===== config.mk =====
export PLATFORM = sky130hd
export DESIGN_NAME = aloha_ack_retransmit_mac
export DESIGN_NICKNAME = d
export VERILOG_FILES = /design/src/sv/amac_pkg.sv /design/src/sv/amac_seen_mem.sv /design/src/sv/amac_pend_mem.sv /design/src/sv/amac_mod.sv /design/src/sv/aloha_ack_retransmit_mac.sv
export SDC_FILE = /design/constraint.sdc
export NUM_CORES = 2
export LEC_CHECK = 0
export BUFFER_PORTS_ARGS = -buffer_cell sky130_fd_sc_hd__buf_2
export CAP_MARGIN = 10
export CORE_ASPECT_RATIO = 0.5
export CORE_MARGIN = 2
export CORE_UTILIZATION = 28
export CTS_BUF_LIST = sky130_fd_sc_hd__clkbuf_8
export DETAILED_ROUTE_END_ITERATION = 16
export GPL_ROUTABILITY_DRIVEN = 0
export GPL_TIMING_DRIVEN = 1
export PLACE_DENSITY = 0.51
export SYNTH_ARGS = -nofsm -noshare
export SYNTH_HDL_FRONTEND = slang
export SYNTH_SLANG_ARGS = --single-unit

===== constraint.sdc =====
create_clock -name clk -period 11.3 [get_ports clk]
set_input_delay 0.565 -clock clk [delete_from_list [all_inputs] [get_ports clk]]
set_output_delay 0.565 -clock clk [all_outputs]
set_load 0.02 [all_outputs]

===== src/sv/amac_pkg.sv =====
`timescale 1ns / 1ps
// ----------------------------------------------------------------------------
// amac_pkg
// shared types and codes of the aloha ack/retransmit mac
// ----------------------------------------------------------------------------
package amac_pkg;

  localparam int SEEN_DEPTH_DEF    = 128;
  localparam int PENDING_DEPTH_DEF = 16;

  localparam logic [1:0] OP_SEND = 2'd0;
  localparam logic [1:0] OP_RX   = 2'd1;
  localparam logic [1:0] OP_TMO  = 2'd2;

  localparam logic [2:0] ACT_DATA    = 3'd0;
  localparam logic [2:0] ACT_ACK     = 3'd1;
  localparam logic [2:0] ACT_DELIVER = 3'd2;
  localparam logic [2:0] ACT_TIMER   = 3'd3;
  localparam logic [2:0] ACT_DONE    = 3'd4;

  localparam logic [1:0] REG_SELF  = 2'd0;
  localparam logic [1:0] REG_MIN   = 2'd1;
  localparam logic [1:0] REG_RANGE = 2'd2;
  localparam logic [1:0] REG_RETRY = 2'd3;

  localparam logic [7:0]  BCAST_ADDR = 8'd255;
  localparam logic [15:0] LFSR_SEED  = 16'hACE1;

  typedef struct packed {
    logic [15:0] serial;
    logic [7:0]  dest;
    logic [7:0]  source;
    logic [3:0]  tries;
  } pend_entry_t;

  typedef struct packed {
    logic [15:0] serial;
    logic [7:0]  source;
  } seen_entry_t;

endpackage


===== src/sv/amac_seen_mem.sv =====
`timescale 1ns / 1ps
// ----------------------------------------------------------------------------
// amac_seen_mem
// ring of recently received (serial, source) pairs, registered read
// ----------------------------------------------------------------------------
module amac_seen_mem
  import amac_pkg::*;
#(
  parameter int SEEN_DEPTH = SEEN_DEPTH_DEF
) (
  input  logic                          clk,
  input  logic                          rd_en,
  input  logic [$clog2(SEEN_DEPTH)-1:0] rd_addr,
  output seen_entry_t                   rd_data,
  input  logic                          wr_en,
  input  logic [$clog2(SEEN_DEPTH)-1:0] wr_addr,
  input  seen_entry_t                   wr_data
);

  seen_entry_t mem [SEEN_DEPTH];

  always_ff @(posedge clk) begin
    if (wr_en) begin
      mem[wr_addr] <= wr_data;
    end
    if (rd_en) begin
      rd_data <= mem[rd_addr];
    end
  end

endmodule


===== src/sv/amac_pend_mem.sv =====
`timescale 1ns / 1ps
// ----------------------------------------------------------------------------
// amac_pend_mem
// pending frame table with per-entry valid flags, registered read
// ----------------------------------------------------------------------------
module amac_pend_mem
  import amac_pkg::*;
#(
  parameter int PENDING_DEPTH = PENDING_DEPTH_DEF
) (
  input  logic                             clk,
  input  logic                             rst_n,
  input  logic                             rd_en,
  input  logic [$clog2(PENDING_DEPTH)-1:0] rd_addr,
  output pend_entry_t                      rd_data,
  input  logic                             wr_en,
  input  logic [$clog2(PENDING_DEPTH)-1:0] wr_addr,
  input  pend_entry_t                      wr_data,
  input  logic                             vld_we,
  input  logic [$clog2(PENDING_DEPTH)-1:0] vld_idx,
  input  logic                             vld_val,
  output logic [PENDING_DEPTH-1:0]         vld
);

  pend_entry_t mem [PENDING_DEPTH];
  logic [PENDING_DEPTH-1:0] vld_r;

  assign vld = vld_r;

  always_ff @(posedge clk) begin
    if (wr_en) begin
      mem[wr_addr] <= wr_data;
    end
    if (rd_en) begin
      rd_data <= mem[rd_addr];
    end
  end

  always_ff @(posedge clk) begin
    if (!rst_n) begin
      vld_r <= '0;
    end else if (vld_we) begin
      vld_r[vld_idx] <= vld_val;
    end
  end

endmodule


===== src/sv/amac_mod.sv =====
`timescale 1ns / 1ps
// ----------------------------------------------------------------------------
// amac_mod
// bit-serial restoring remainder, one dividend bit per cycle
// ----------------------------------------------------------------------------
module amac_mod
  import amac_pkg::*;
(
  input  logic        clk,
  input  logic        rst_n,
  input  logic        start,
  input  logic [15:0] dividend,
  input  logic [14:0] divisor,
  output logic        done,
  output logic [14:0] rem
);

  logic        busy_r;
  logic        done_r;
  logic [3:0]  cnt_r;
  logic [15:0] dvd_r;
  logic [14:0] dvs_r;
  logic [14:0] rem_r;
  logic [15:0] trial;
  logic [15:0] diff;

  assign trial = {rem_r, dvd_r[15]};
  assign diff  = trial - {1'b0, dvs_r};
  assign done  = done_r;
  assign rem   = rem_r;

  always_ff @(posedge clk) begin
    if (!rst_n) begin
      busy_r <= 1'b0;
      done_r <= 1'b0;
      cnt_r  <= '0;
    end else begin
      done_r <= 1'b0;
      if (start) begin
        busy_r <= 1'b1;
        cnt_r  <= '0;
        dvd_r  <= dividend;
        dvs_r  <= divisor;
        rem_r  <= '0;
      end else if (busy_r) begin
        dvd_r <= {dvd_r[14:0], 1'b0};
        if (trial >= {1'b0, dvs_r}) begin
          rem_r <= diff[14:0];
        end else begin
          rem_r <= trial[14:0];
        end
        cnt_r <= cnt_r + 4'd1;
        if (cnt_r == 4'd15) begin
          busy_r <= 1'b0;
          done_r <= 1'b1;
        end
      end
    end
  end

endmodule


===== src/sv/aloha_ack_retransmit_mac.sv =====
`timescale 1ns / 1ps
// ----------------------------------------------------------------------------
// aloha_ack_retransmit_mac
// aloha mac with acknowledgement, duplicate filter and retransmission
// ----------------------------------------------------------------------------
// The input channel takes send requests, received frame headers and
// retransmit timeouts; the output channel gives zero to three result items
// per input item, the final one flagged by out_last. One item is worked on
// at a time: in_stall is high from acceptance until the last result has
// been loaded into the output register.
// Work per item: a send, a received ack or a timeout walks the pending
// table whether it matches or not, then runs the bit-serial remainder
// unit when a timer is set; a data frame for this node walks the seen
// ring; then one result per cycle while out_stall is low. The table
// walks go through the registered memory read ports. A broadcast send
// skips the walk; non-broadcast data frames for another node and the
// undefined operation finish at acceptance with no results.
// When the receiver stalls, the output item holds and the block waits in
// its result phase. Reset (synchronous, rst_n low) clears the pending
// valid flags, the seen ring fill count, serial and drop counters, seeds
// the backoff lfsr and restores the register defaults; no clearing pass.
// ----------------------------------------------------------------------------
module aloha_ack_retransmit_mac
  import amac_pkg::*;
#(
  parameter int SEEN_DEPTH    = SEEN_DEPTH_DEF,
  parameter int PENDING_DEPTH = PENDING_DEPTH_DEF
) (
  input  logic        clk,
  input  logic        rst_n,
  input  logic        cfg_we,
  input  logic [1:0]  cfg_index,
  input  logic [14:0] cfg_wdata,
  input  logic        in_valid,
  output logic        in_stall,
  input  logic [1:0]  in_operation,
  input  logic [7:0]  in_dest_address,
  input  logic [7:0]  in_source_address,
  input  logic [15:0] in_frame_serial,
  input  logic        in_frame_is_ack,
  output logic        out_valid,
  input  logic        out_stall,
  output logic [2:0]  out_action,
  output logic [15:0] out_serial,
  output logic [7:0]  out_dest,
  output logic [7:0]  out_source,
  output logic [15:0] out_timer_delay,
  output logic [15:0] out_drop_count,
  output logic        out_last
);

  localparam int SW = $clog2(SEEN_DEPTH);
  localparam int PW = $clog2(PENDING_DEPTH);
  localparam logic [SW-1:0] S_LAST = SW'(SEEN_DEPTH - 1);
  localparam logic [PW-1:0] P_LAST = PW'(PENDING_DEPTH - 1);
  localparam logic [SW:0]   S_FULL = (SW + 1)'(SEEN_DEPTH);

  localparam logic [2:0] ST_IDLE  = 3'd0;
  localparam logic [2:0] ST_PSCAN = 3'd1;
  localparam logic [2:0] ST_PACT  = 3'd2;
  localparam logic [2:0] ST_SSCAN = 3'd3;
  localparam logic [2:0] ST_SACT  = 3'd4;
  localparam logic [2:0] ST_DIV   = 3'd5;
  localparam logic [2:0] ST_EMIT  = 3'd6;

  logic [2:0]  state_r;
  logic [7:0]  self_r;
  logic [14:0] min_r;
  logic [14:0] range_r;
  logic [3:0]  retry_r;

  logic [1:0]  op_r;
  logic [7:0]  dst_r;
  logic [7:0]  src_r;
  logic [15:0] cur_r;
  logic [15:0] next_serial_r;
  logic [15:0] lfsr_r;
  logic [15:0] dropped_r;
  logic [15:0] delay_r;

  logic [2:0]  res_act_r [3];
  logic [7:0]  res_dst_r [3];
  logic [7:0]  res_src_r [3];
  logic [1:0]  k_r;
  logic [1:0]  n_r;

  logic          piss_r, pchk_v_r;
  logic [PW-1:0] pcnt_r, pchk_idx_r;
  logic          found_r, free_found_r;
  logic [PW-1:0] hit_idx_r, free_idx_r;
  pend_entry_t   hit_r;

  logic          siss_r, schk_v_r;
  logic [SW-1:0] scnt_r, schk_idx_r;
  logic [SW-1:0] sptr_r;
  logic [SW:0]   sfill_r;
  logic          dup_r;

  pend_entry_t             prd;
  logic [PENDING_DEPTH-1:0] pvld;
  seen_entry_t             srd;

  logic          p_we, v_we, v_val, s_we, div_start, div_done;
  logic [PW-1:0] p_waddr, v_idx, use_idx;
  pend_entry_t   p_wdata;
  logic [14:0]   div_rem;
  logic [15:0]   lfsr_nxt;
  logic [3:0]    tries_dec;
  logic          slot_ok, pmatch, smatch, pv;
  logic [3:0]    retry_eff;
  logic [14:0]   range_eff;

  assign in_stall  = (state_r != ST_IDLE);
  assign lfsr_nxt  = {lfsr_r[0] ^ lfsr_r[2] ^ lfsr_r[3] ^ lfsr_r[5], lfsr_r[15:1]};
  assign tries_dec = (hit_r.tries == 4'd0) ? 4'd0 : hit_r.tries - 4'd1;
  assign slot_ok   = found_r | free_found_r;
  assign use_idx   = found_r ? hit_idx_r : free_idx_r;
  assign retry_eff = (retry_r == 4'd0) ? 4'd1 : retry_r;
  assign range_eff = (range_r == 15'd0) ? 15'd1 : range_r;
  assign pv        = pvld[pchk_idx_r];
  assign pmatch    = pv && prd.serial == cur_r &&
                     (op_r != OP_RX || (prd.dest == src_r && prd.source == dst_r));
  assign smatch    = ({1'b0, schk_idx_r} < sfill_r) && srd.serial == cur_r &&
                     srd.source == src_r;

  always_comb begin
    p_we      = 1'b0;
    p_waddr   = use_idx;
    p_wdata   = '{serial: cur_r, dest: dst_r, source: self_r, tries: retry_eff};
    v_we      = 1'b0;
    v_idx     = use_idx;
    v_val     = 1'b1;
    div_start = 1'b0;
    if (state_r == ST_PACT) begin
      case (op_r)
        OP_SEND: begin
          p_we      = slot_ok;
          v_we      = slot_ok;
          div_start = slot_ok;
        end
        OP_RX: begin
          v_we  = found_r;
          v_idx = hit_idx_r;
          v_val = 1'b0;
        end
        OP_TMO: begin
          p_waddr = hit_idx_r;
          v_idx   = hit_idx_r;
          v_val   = 1'b0;
          p_wdata = '{serial: cur_r, dest: hit_r.dest, source: hit_r.source,
                      tries: tries_dec};
          if (found_r) begin
            if (tries_dec == 4'd0) begin
              v_we = 1'b1;
            end else begin
              p_we      = 1'b1;
              div_start = 1'b1;
            end
          end
        end
        default: begin
          p_we = 1'b0;
        end
      endcase
    end
  end

  assign s_we = (state_r == ST_SACT);

  amac_pend_mem #(.PENDING_DEPTH(PENDING_DEPTH)) u_pend (
    .clk     (clk),
    .rst_n   (rst_n),
    .rd_en   (piss_r),
    .rd_addr (pcnt_r),
    .rd_data (prd),
    .wr_en   (p_we),
    .wr_addr (p_waddr),
    .wr_data (p_wdata),
    .vld_we  (v_we),
    .vld_idx (v_idx),
    .vld_val (v_val),
    .vld     (pvld)
  );

  amac_seen_mem #(.SEEN_DEPTH(SEEN_DEPTH)) u_seen (
    .clk     (clk),
    .rd_en   (siss_r),
    .rd_addr (scnt_r),
    .rd_data (srd),
    .wr_en   (s_we),
    .wr_addr (sptr_r),
    .wr_data ('{serial: cur_r, source: src_r})
  );

  amac_mod u_mod (
    .clk      (clk),
    .rst_n    (rst_n),
    .start    (div_start),
    .dividend (lfsr_nxt),
    .divisor  (range_eff),
    .done     (div_done),
    .rem      (div_rem)
  );

  always_ff @(posedge clk) begin
    if (!rst_n) begin
      state_r       <= ST_IDLE;
      self_r        <= 8'd0;
      min_r         <= 15'd1;
      range_r       <= 15'd1;
      retry_r       <= 4'd3;
      next_serial_r <= '0;
      lfsr_r        <= LFSR_SEED;
      dropped_r     <= '0;
      out_valid     <= 1'b0;
      piss_r        <= 1'b0;
      pchk_v_r      <= 1'b0;
      siss_r        <= 1'b0;
      schk_v_r      <= 1'b0;
      sptr_r        <= '0;
      sfill_r       <= '0;
      k_r           <= '0;
      n_r           <= '0;
    end else begin
      pchk_v_r   <= piss_r;
      pchk_idx_r <= pcnt_r;
      if (piss_r) begin
        if (pcnt_r == P_LAST) begin
          piss_r <= 1'b0;
        end else begin
          pcnt_r <= pcnt_r + PW'(1);
        end
      end
      schk_v_r   <= siss_r;
      schk_idx_r <= scnt_r;
      if (siss_r) begin
        if (scnt_r == S_LAST) begin
          siss_r <= 1'b0;
        end else begin
          scnt_r <= scnt_r + SW'(1);
        end
      end

      if (cfg_we) begin
        case (cfg_index)
          REG_SELF:  self_r  <= cfg_wdata[7:0];
          REG_MIN:   min_r   <= cfg_wdata;
          REG_RANGE: range_r <= cfg_wdata;
          REG_RETRY: retry_r <= cfg_wdata[3:0];
          default:   self_r  <= self_r;
        endcase
      end

      if (out_valid && !out_stall && state_r != ST_EMIT) begin
        out_valid <= 1'b0;
      end

      case (state_r)
        ST_IDLE: begin
          if (in_valid) begin
            op_r         <= in_operation;
            dst_r        <= in_dest_address;
            src_r        <= in_source_address;
            cur_r        <= in_frame_serial;
            k_r          <= '0;
            found_r      <= 1'b0;
            free_found_r <= 1'b0;
            dup_r        <= 1'b0;
            pcnt_r       <= '0;
            scnt_r       <= '0;
            case (in_operation)
              OP_SEND: begin
                cur_r         <= next_serial_r;
                next_serial_r <= next_serial_r + 16'd1;
                res_act_r[0]  <= ACT_DATA;
                res_dst_r[0]  <= in_dest_address;
                res_src_r[0]  <= self_r;
                if (in_dest_address == BCAST_ADDR) begin
                  res_act_r[1] <= ACT_DONE;
                  res_dst_r[1] <= in_dest_address;
                  res_src_r[1] <= self_r;
                  n_r          <= 2'd2;
                  state_r      <= ST_EMIT;
                end else begin
                  piss_r  <= 1'b1;
                  state_r <= ST_PSCAN;
                end
              end
              OP_RX: begin
                if (in_frame_is_ack) begin
                  piss_r  <= 1'b1;
                  state_r <= ST_PSCAN;
                end else if (in_dest_address == self_r) begin
                  siss_r  <= 1'b1;
                  state_r <= ST_SSCAN;
                end else if (in_dest_address == BCAST_ADDR) begin
                  res_act_r[0] <= ACT_DELIVER;
                  res_dst_r[0] <= in_dest_address;
                  res_src_r[0] <= in_source_address;
                  n_r          <= 2'd1;
                  state_r      <= ST_EMIT;
                end
              end
              OP_TMO: begin
                piss_r  <= 1'b1;
                state_r <= ST_PSCAN;
              end
              default: begin
                state_r <= ST_IDLE;
              end
            endcase
          end
        end

        ST_PSCAN: begin
          if (pchk_v_r) begin
            if (!found_r && pmatch) begin
              found_r   <= 1'b1;
              hit_idx_r <= pchk_idx_r;
              hit_r     <= prd;
            end
            if (!free_found_r && !pv) begin
              free_found_r <= 1'b1;
              free_idx_r   <= pchk_idx_r;
            end
            if (pchk_idx_r == P_LAST) begin
              state_r <= ST_PACT;
            end
          end
        end

        ST_PACT: begin
          case (op_r)
            OP_SEND: begin
              if (slot_ok) begin
                lfsr_r       <= lfsr_nxt;
                res_act_r[1] <= ACT_TIMER;
                res_dst_r[1] <= dst_r;
                res_src_r[1] <= self_r;
                res_act_r[2] <= ACT_DONE;
                res_dst_r[2] <= dst_r;
                res_src_r[2] <= self_r;
                n_r          <= 2'd3;
                state_r      <= ST_DIV;
              end else begin
                res_act_r[1] <= ACT_DONE;
                res_dst_r[1] <= dst_r;
                res_src_r[1] <= self_r;
                n_r          <= 2'd2;
                state_r      <= ST_EMIT;
              end
            end
            OP_TMO: begin
              if (found_r) begin
                res_act_r[0] <= ACT_DATA;
                res_dst_r[0] <= hit_r.dest;
                res_src_r[0] <= hit_r.source;
                if (tries_dec == 4'd0) begin
                  if (dropped_r != 16'hFFFF) begin
                    dropped_r <= dropped_r + 16'd1;
                  end
                  n_r     <= 2'd1;
                  state_r <= ST_EMIT;
                end else begin
                  lfsr_r       <= lfsr_nxt;
                  res_act_r[1] <= ACT_TIMER;
                  res_dst_r[1] <= hit_r.dest;
                  res_src_r[1] <= hit_r.source;
                  n_r          <= 2'd2;
                  state_r      <= ST_DIV;
                end
              end else begin
                state_r <= ST_IDLE;
              end
            end
            default: begin
              state_r <= ST_IDLE;
            end
          endcase
        end

        ST_SSCAN: begin
          if (schk_v_r) begin
            if (smatch) begin
              dup_r <= 1'b1;
            end
            if (schk_idx_r == S_LAST) begin
              state_r <= ST_SACT;
            end
          end
        end

        ST_SACT: begin
          sptr_r <= (sptr_r == S_LAST) ? '0 : sptr_r + SW'(1);
          if (sfill_r != S_FULL) begin
            sfill_r <= sfill_r + (SW + 1)'(1);
          end
          if (dup_r) begin
            res_act_r[0] <= ACT_ACK;
            res_dst_r[0] <= src_r;
            res_src_r[0] <= self_r;
            n_r          <= 2'd1;
          end else begin
            res_act_r[0] <= ACT_DELIVER;
            res_dst_r[0] <= dst_r;
            res_src_r[0] <= src_r;
            res_act_r[1] <= ACT_ACK;
            res_dst_r[1] <= src_r;
            res_src_r[1] <= self_r;
            n_r          <= 2'd2;
          end
          state_r <= ST_EMIT;
        end

        ST_DIV: begin
          if (div_done) begin
            delay_r <= {1'b0, min_r} + {1'b0, div_rem};
            state_r <= ST_EMIT;
          end
        end

        ST_EMIT: begin
          if (!out_valid || !out_stall) begin
            out_valid       <= 1'b1;
            out_action      <= res_act_r[k_r];
            out_serial      <= cur_r;
            out_dest        <= res_dst_r[k_r];
            out_source      <= res_src_r[k_r];
            out_timer_delay <= (res_act_r[k_r] == ACT_TIMER) ? delay_r : 16'd0;
            out_drop_count  <= dropped_r;
            out_last        <= (k_r == n_r - 2'd1);
            if (k_r == n_r - 2'd1) begin
              state_r <= ST_IDLE;
            end else begin
              k_r <= k_r + 2'd1;
            end
          end
        end

        default: begin
          state_r <= ST_IDLE;
        end
      endcase
    end
  end

  a_emit_in_range: assert property (@(posedge clk) disable iff (!rst_n)
    (state_r == ST_EMIT) |-> (k_r < n_r))
    else $error("result index beyond result count");

  a_drop_monotonic: assert property (@(posedge clk) disable iff (!rst_n)
    $past(rst_n) |-> (dropped_r >= $past(dropped_r)))
    else $error("drop counter decreased");

  a_fill_bound: assert property (@(posedge clk) disable iff (!rst_n)
    sfill_r <= S_FULL)
    else $error("seen ring fill count overflow");

endmodule

==> metrics.log <==
[metrics] status: finished with violations
[metrics] failing checks: slew limit
[metrics] overall fraction of global-route tracks in use: 0.160
[metrics] height of the die: 539 um
[metrics] list of cells traversed by the critical path: buf_4 -> buf_12 -> mux4_2 -> mux4_2 -> mux2i_1 -> nor3_1 -> a221oi_1 -> o21ai_1
[metrics] worst-skew pair later-pin latency: 1.26 ns
[metrics] final period utilization: 0.484
[metrics] buffer type at the clock tree root: clkbuf_8
[metrics] Placed Cells: 15332
[metrics] CP delay by family, top: multiplexers
[metrics] Site Rows: 196
[metrics] number of hold-slack violations in the final timing report: 0
[metrics] final standard cell count with taps included and fillers excluded: 16566
[metrics] arrival time of the worst setup path: 6.46 ns
[metrics] number of sinks on the clock net: 4119
[metrics] fraction of layout cells with a size suffix above 1: 0.274
[metrics] number of unique standard cell types used by synthesis: 76
[metrics] biggest area contributors in the synthesized netlist: edfxtp_1, mux4_2, dfxtp_1
[metrics] Worst path slowest cell: mux2i_1
[metrics] number of antenna violations at the first check in global routing: 26
[metrics] Primary FF master, synth: edfxtp_1
[metrics] count of buffers from port buffering: 126
[metrics] final global-route overflow total: 0
[metrics] launch instance of the worst min-delay path: in_source_address[4]
[metrics] share of the synthesized area in the top cell type: 0.746
[metrics] clock buffer count from CTS: 637
[metrics] number of placed I/O pins: 127
[metrics] critical path capture point type: register
[metrics] vias in the first global route: 83490
[metrics] Cells on Worst Hold Path: 2
[metrics] worst hold path type: in -> reg
[metrics] final worst hold slack: 0.153 ns
[metrics] worst clock skew: 0.0980 ns
[metrics] upper clock frequency limit: 183 MHz
[metrics] number of design rule violations left after detail routing: 0
[metrics] core box area: 0.570 sq mm
[metrics] synthesized area: 0.160 sq mm
[metrics] RSZ-0062 raised after global routing: false
[metrics] global-route wire length before repair: 661000 um
[metrics] Setup Fix Bufs, Post-CTS: 0
[metrics] start of the worst register-to-register path: scnt_r[0]$_DFFE_PP_
[metrics] worst-path maximum fanout: 108
[metrics] kind of start point of the critical path: register
[metrics] min cycle time layout: 5.47 ns
[metrics] antenna violation net count after detailed routing: 0
[metrics] detailed-route vias per instance: 5.00
[metrics] Yosys top cell by area: edfxtp_1
[metrics] cell count of the worst reg-to-reg path: 8
[metrics] clock tree from TritonCTS: done
[metrics] effective utilization at floorplan: 0.281
[metrics] Leakage Power: 57.6 nW
[metrics] crit-path max cell delay: 0.90 ns
[metrics] final routed wirelength across all metal layers: 477000 um
[metrics] number of enable flip-flop cells after synthesis: 3978
[metrics] Mapped Avg Cell Area: 20.9 sq um
[metrics] half-perimeter wire length after detailed placement: 264000 um
[metrics] Gates resized, CTS repair: 0
[metrics] Power per Cell Area: 188 mW/mm^2
[metrics] number of warning messages in the yosys log: 0
[metrics] CTS H-Tree Depth: 6
[metrics] post-route standard cell area excluding fillers: 0.184 sq mm
[metrics] share of synthesized registers carrying an async set or reset: 0
[metrics] setup TNS after final layout: 0 ns
[metrics] Die X-Extent: 1070 um
[metrics] kind of critical path: reg -> reg
[metrics] most used cell along the critical path: mux4_2
[metrics] worst relative slew slack: -0.00404
[metrics] number of maximum-capacitance constraint violations: 0
[metrics] largest net degree at the start of global routing: 149
[metrics] Post-Syn Instances: 7655
[metrics] Reg clk slew, reported paths: 0.07 ns
[metrics] Vias: 82807
[metrics] fin. max-slew vios: 1
[metrics] average routed wire per standard cell: 28.8 um
[metrics] fraction of the yosys area taken by sequential cells: 0.764
[metrics] Iter 0 DRT Violations: 9827
[metrics] slew at the pin with the worst max-slew slack: 1.51 ns
[metrics] layout overhead on the synthesized area: 15.2%
[metrics] Req. time, crit path: 12.29 ns
[metrics] logic depth of the worst setup path including buffers: 8
[metrics] area of the die: 0.578 sq mm
[metrics] area post-placement: 0.172 sq mm
[metrics] critical path launch point: scnt_r[0]$_DFFE_PP_
[metrics] buffering stage count on the worst path with inverters included: 2
[metrics] First-pass DRT Iterations: 7
[metrics] total of endpoints with negative setup slack in the final report: 0
[metrics] FF+latch count, synth: 4119
[metrics] deepest clock path buffer count: 4
[metrics] Post-Route Utilization: 0.324
[metrics] final net count: 8546
[metrics] Max VDD drop: 0.128 mV
[metrics] net count of the mapped netlist: 7762
-- cells by family after synthesis --
family                     after synthesis  share of synthesized area
buffers and inverters                  459                     0.0136
adders and majority gates               50                    0.00400
AOI/OAI and AO/OA                      601                     0.0251
xor gates and xnor gates               132                    0.00722
DFF                                   4119                      0.764
muxes                                 1298                      0.159
and+or+nand+nor                        996                     0.0277
-- per-stage QoR --
stage | power (mW) | setup slack [ns]
after floorplan | 21.2 | 6.80
after global placement | 23.4 | 5.77
after detailed placement | 23.4 | 5.77
after CTS | 35.0 | 5.81
after global routing | 35.9 | 5.57
final | 34.7 | 5.83
-- worst paths after layout --
check,to,slack [ns]
min,src_r[4]$_DFFE_PP_,0.15
max,u_seen.rd_data[23]$_DFFE_PP_,5.83
min reg2reg,hit_r[0]$_DFFE_PP_,0.42
max reg2reg,u_seen.rd_data[23]$_DFFE_PP_,5.83
-- cells in the mapped netlist, types with 8 or more instances --
cell      number
a31oi_1       31
a21oi_1      154
edfxtp_1    3978
dfxtp_1      141
or3_1         13
a22oi_1       62
a221oi_1      28
nand3_1       53
xnor2_1       70
a22o_1        18
mux4_2       986
a21o_1        17
o221ai_1      14
a221o_1        8
mux2i_1      233
a211oi_1      27
mux2_2        79
nor2b_1       32
and2_1        36
a32oi_1        8
nand2b_1      13
inv_1         56
buf_2         88
and3_1        19
ha_1          48
o22ai_1       16
buf_6         19
o211ai_1       9
nor3_1        27
a222oi_1      16
clkbuf_1     209
buf_4         53
buf_1         30
nand2_1      358
nor4_1        14
a311oi_1      24
nor3b_1       11
xor2_1        62
o21ai_0      108
nor2_1       350
or2_2          8
nand4_1       37
-- flip-flops by register name, summed over array words and instances (netlist names), 20 cells and up, named ones only --
signal	flops
hit_r	20
res_dst_r	24
res_src_r	24
u_pend.mem	576
u_pend.rd_data	36
u_seen.mem	3072
u_seen.rd_data	24
-- per-layer routing --
layer / part of all wire / global-route usage
met5: 0.000054 / 0
met4: 0.026 / 0.0430
met3: 0.077 / 0.0303
met2: 0.46 / 0.248
met1: 0.44 / 0.229
-- cell usage in the layout, fill, tap and decap left out, types with 17 or more instances in the layout --
cell type      instances
a211oi_1              27
a21o_1                17
a21oi_1              153
a221oi_1              28
a22o_1                18
a22oi_1               62
a311oi_1              24
a31oi_1               30
and2_1                35
and3_1                19
buf_2                125
buf_4                312
clkbuf_8             653
clkinv_1             150
clkinv_2              23
dfxtp_1              140
dlygate4sd3_1         87
edfxtp_1            3978
ha_1                  48
inv_1                303
inv_6                 19
mux2_2                79
mux2i_1              233
mux4_2               986
nand2_1              353
nand3_1               49
nand4_1               37
nor2_1               195
nor2_2                44
nor2_4               111
nor2b_1               29
nor3_1                27
o21ai_0              104
xnor2_1               70
xor2_1                62
-- power by group --
| part | internal (mW) | leakage [nW] | switching, mW |
|---|---|---|---|
| registers | 17.4 | 37.0 | 0.152 |
| clock network | 5.58 | 6.70 | 6.00 |
| logic | 2.03 | 13.9 | 3.55 |
-- area by class of cell --
cell class / count / area, sq um
Antenna cell: 8 / 20.0
Clock buffer: 652 / 8970
Clock inverter: 483 / 2440
Fill cell: 54439 / 386000
Inverter: 59 / 231
Multi-Input combinational cell: 3077 / 36700
Sequential cell: 4119 / 122000
Tap cell: 7623 / 9540
Timing Repair Buffer: 545 / 4200
-- repair_timing --
action,CTS,global route
hold endpoints to repair,155,0
endpoints found under the setup margin,0,0
hold buffers,87,0
Power figures use the tool's default switching activity.
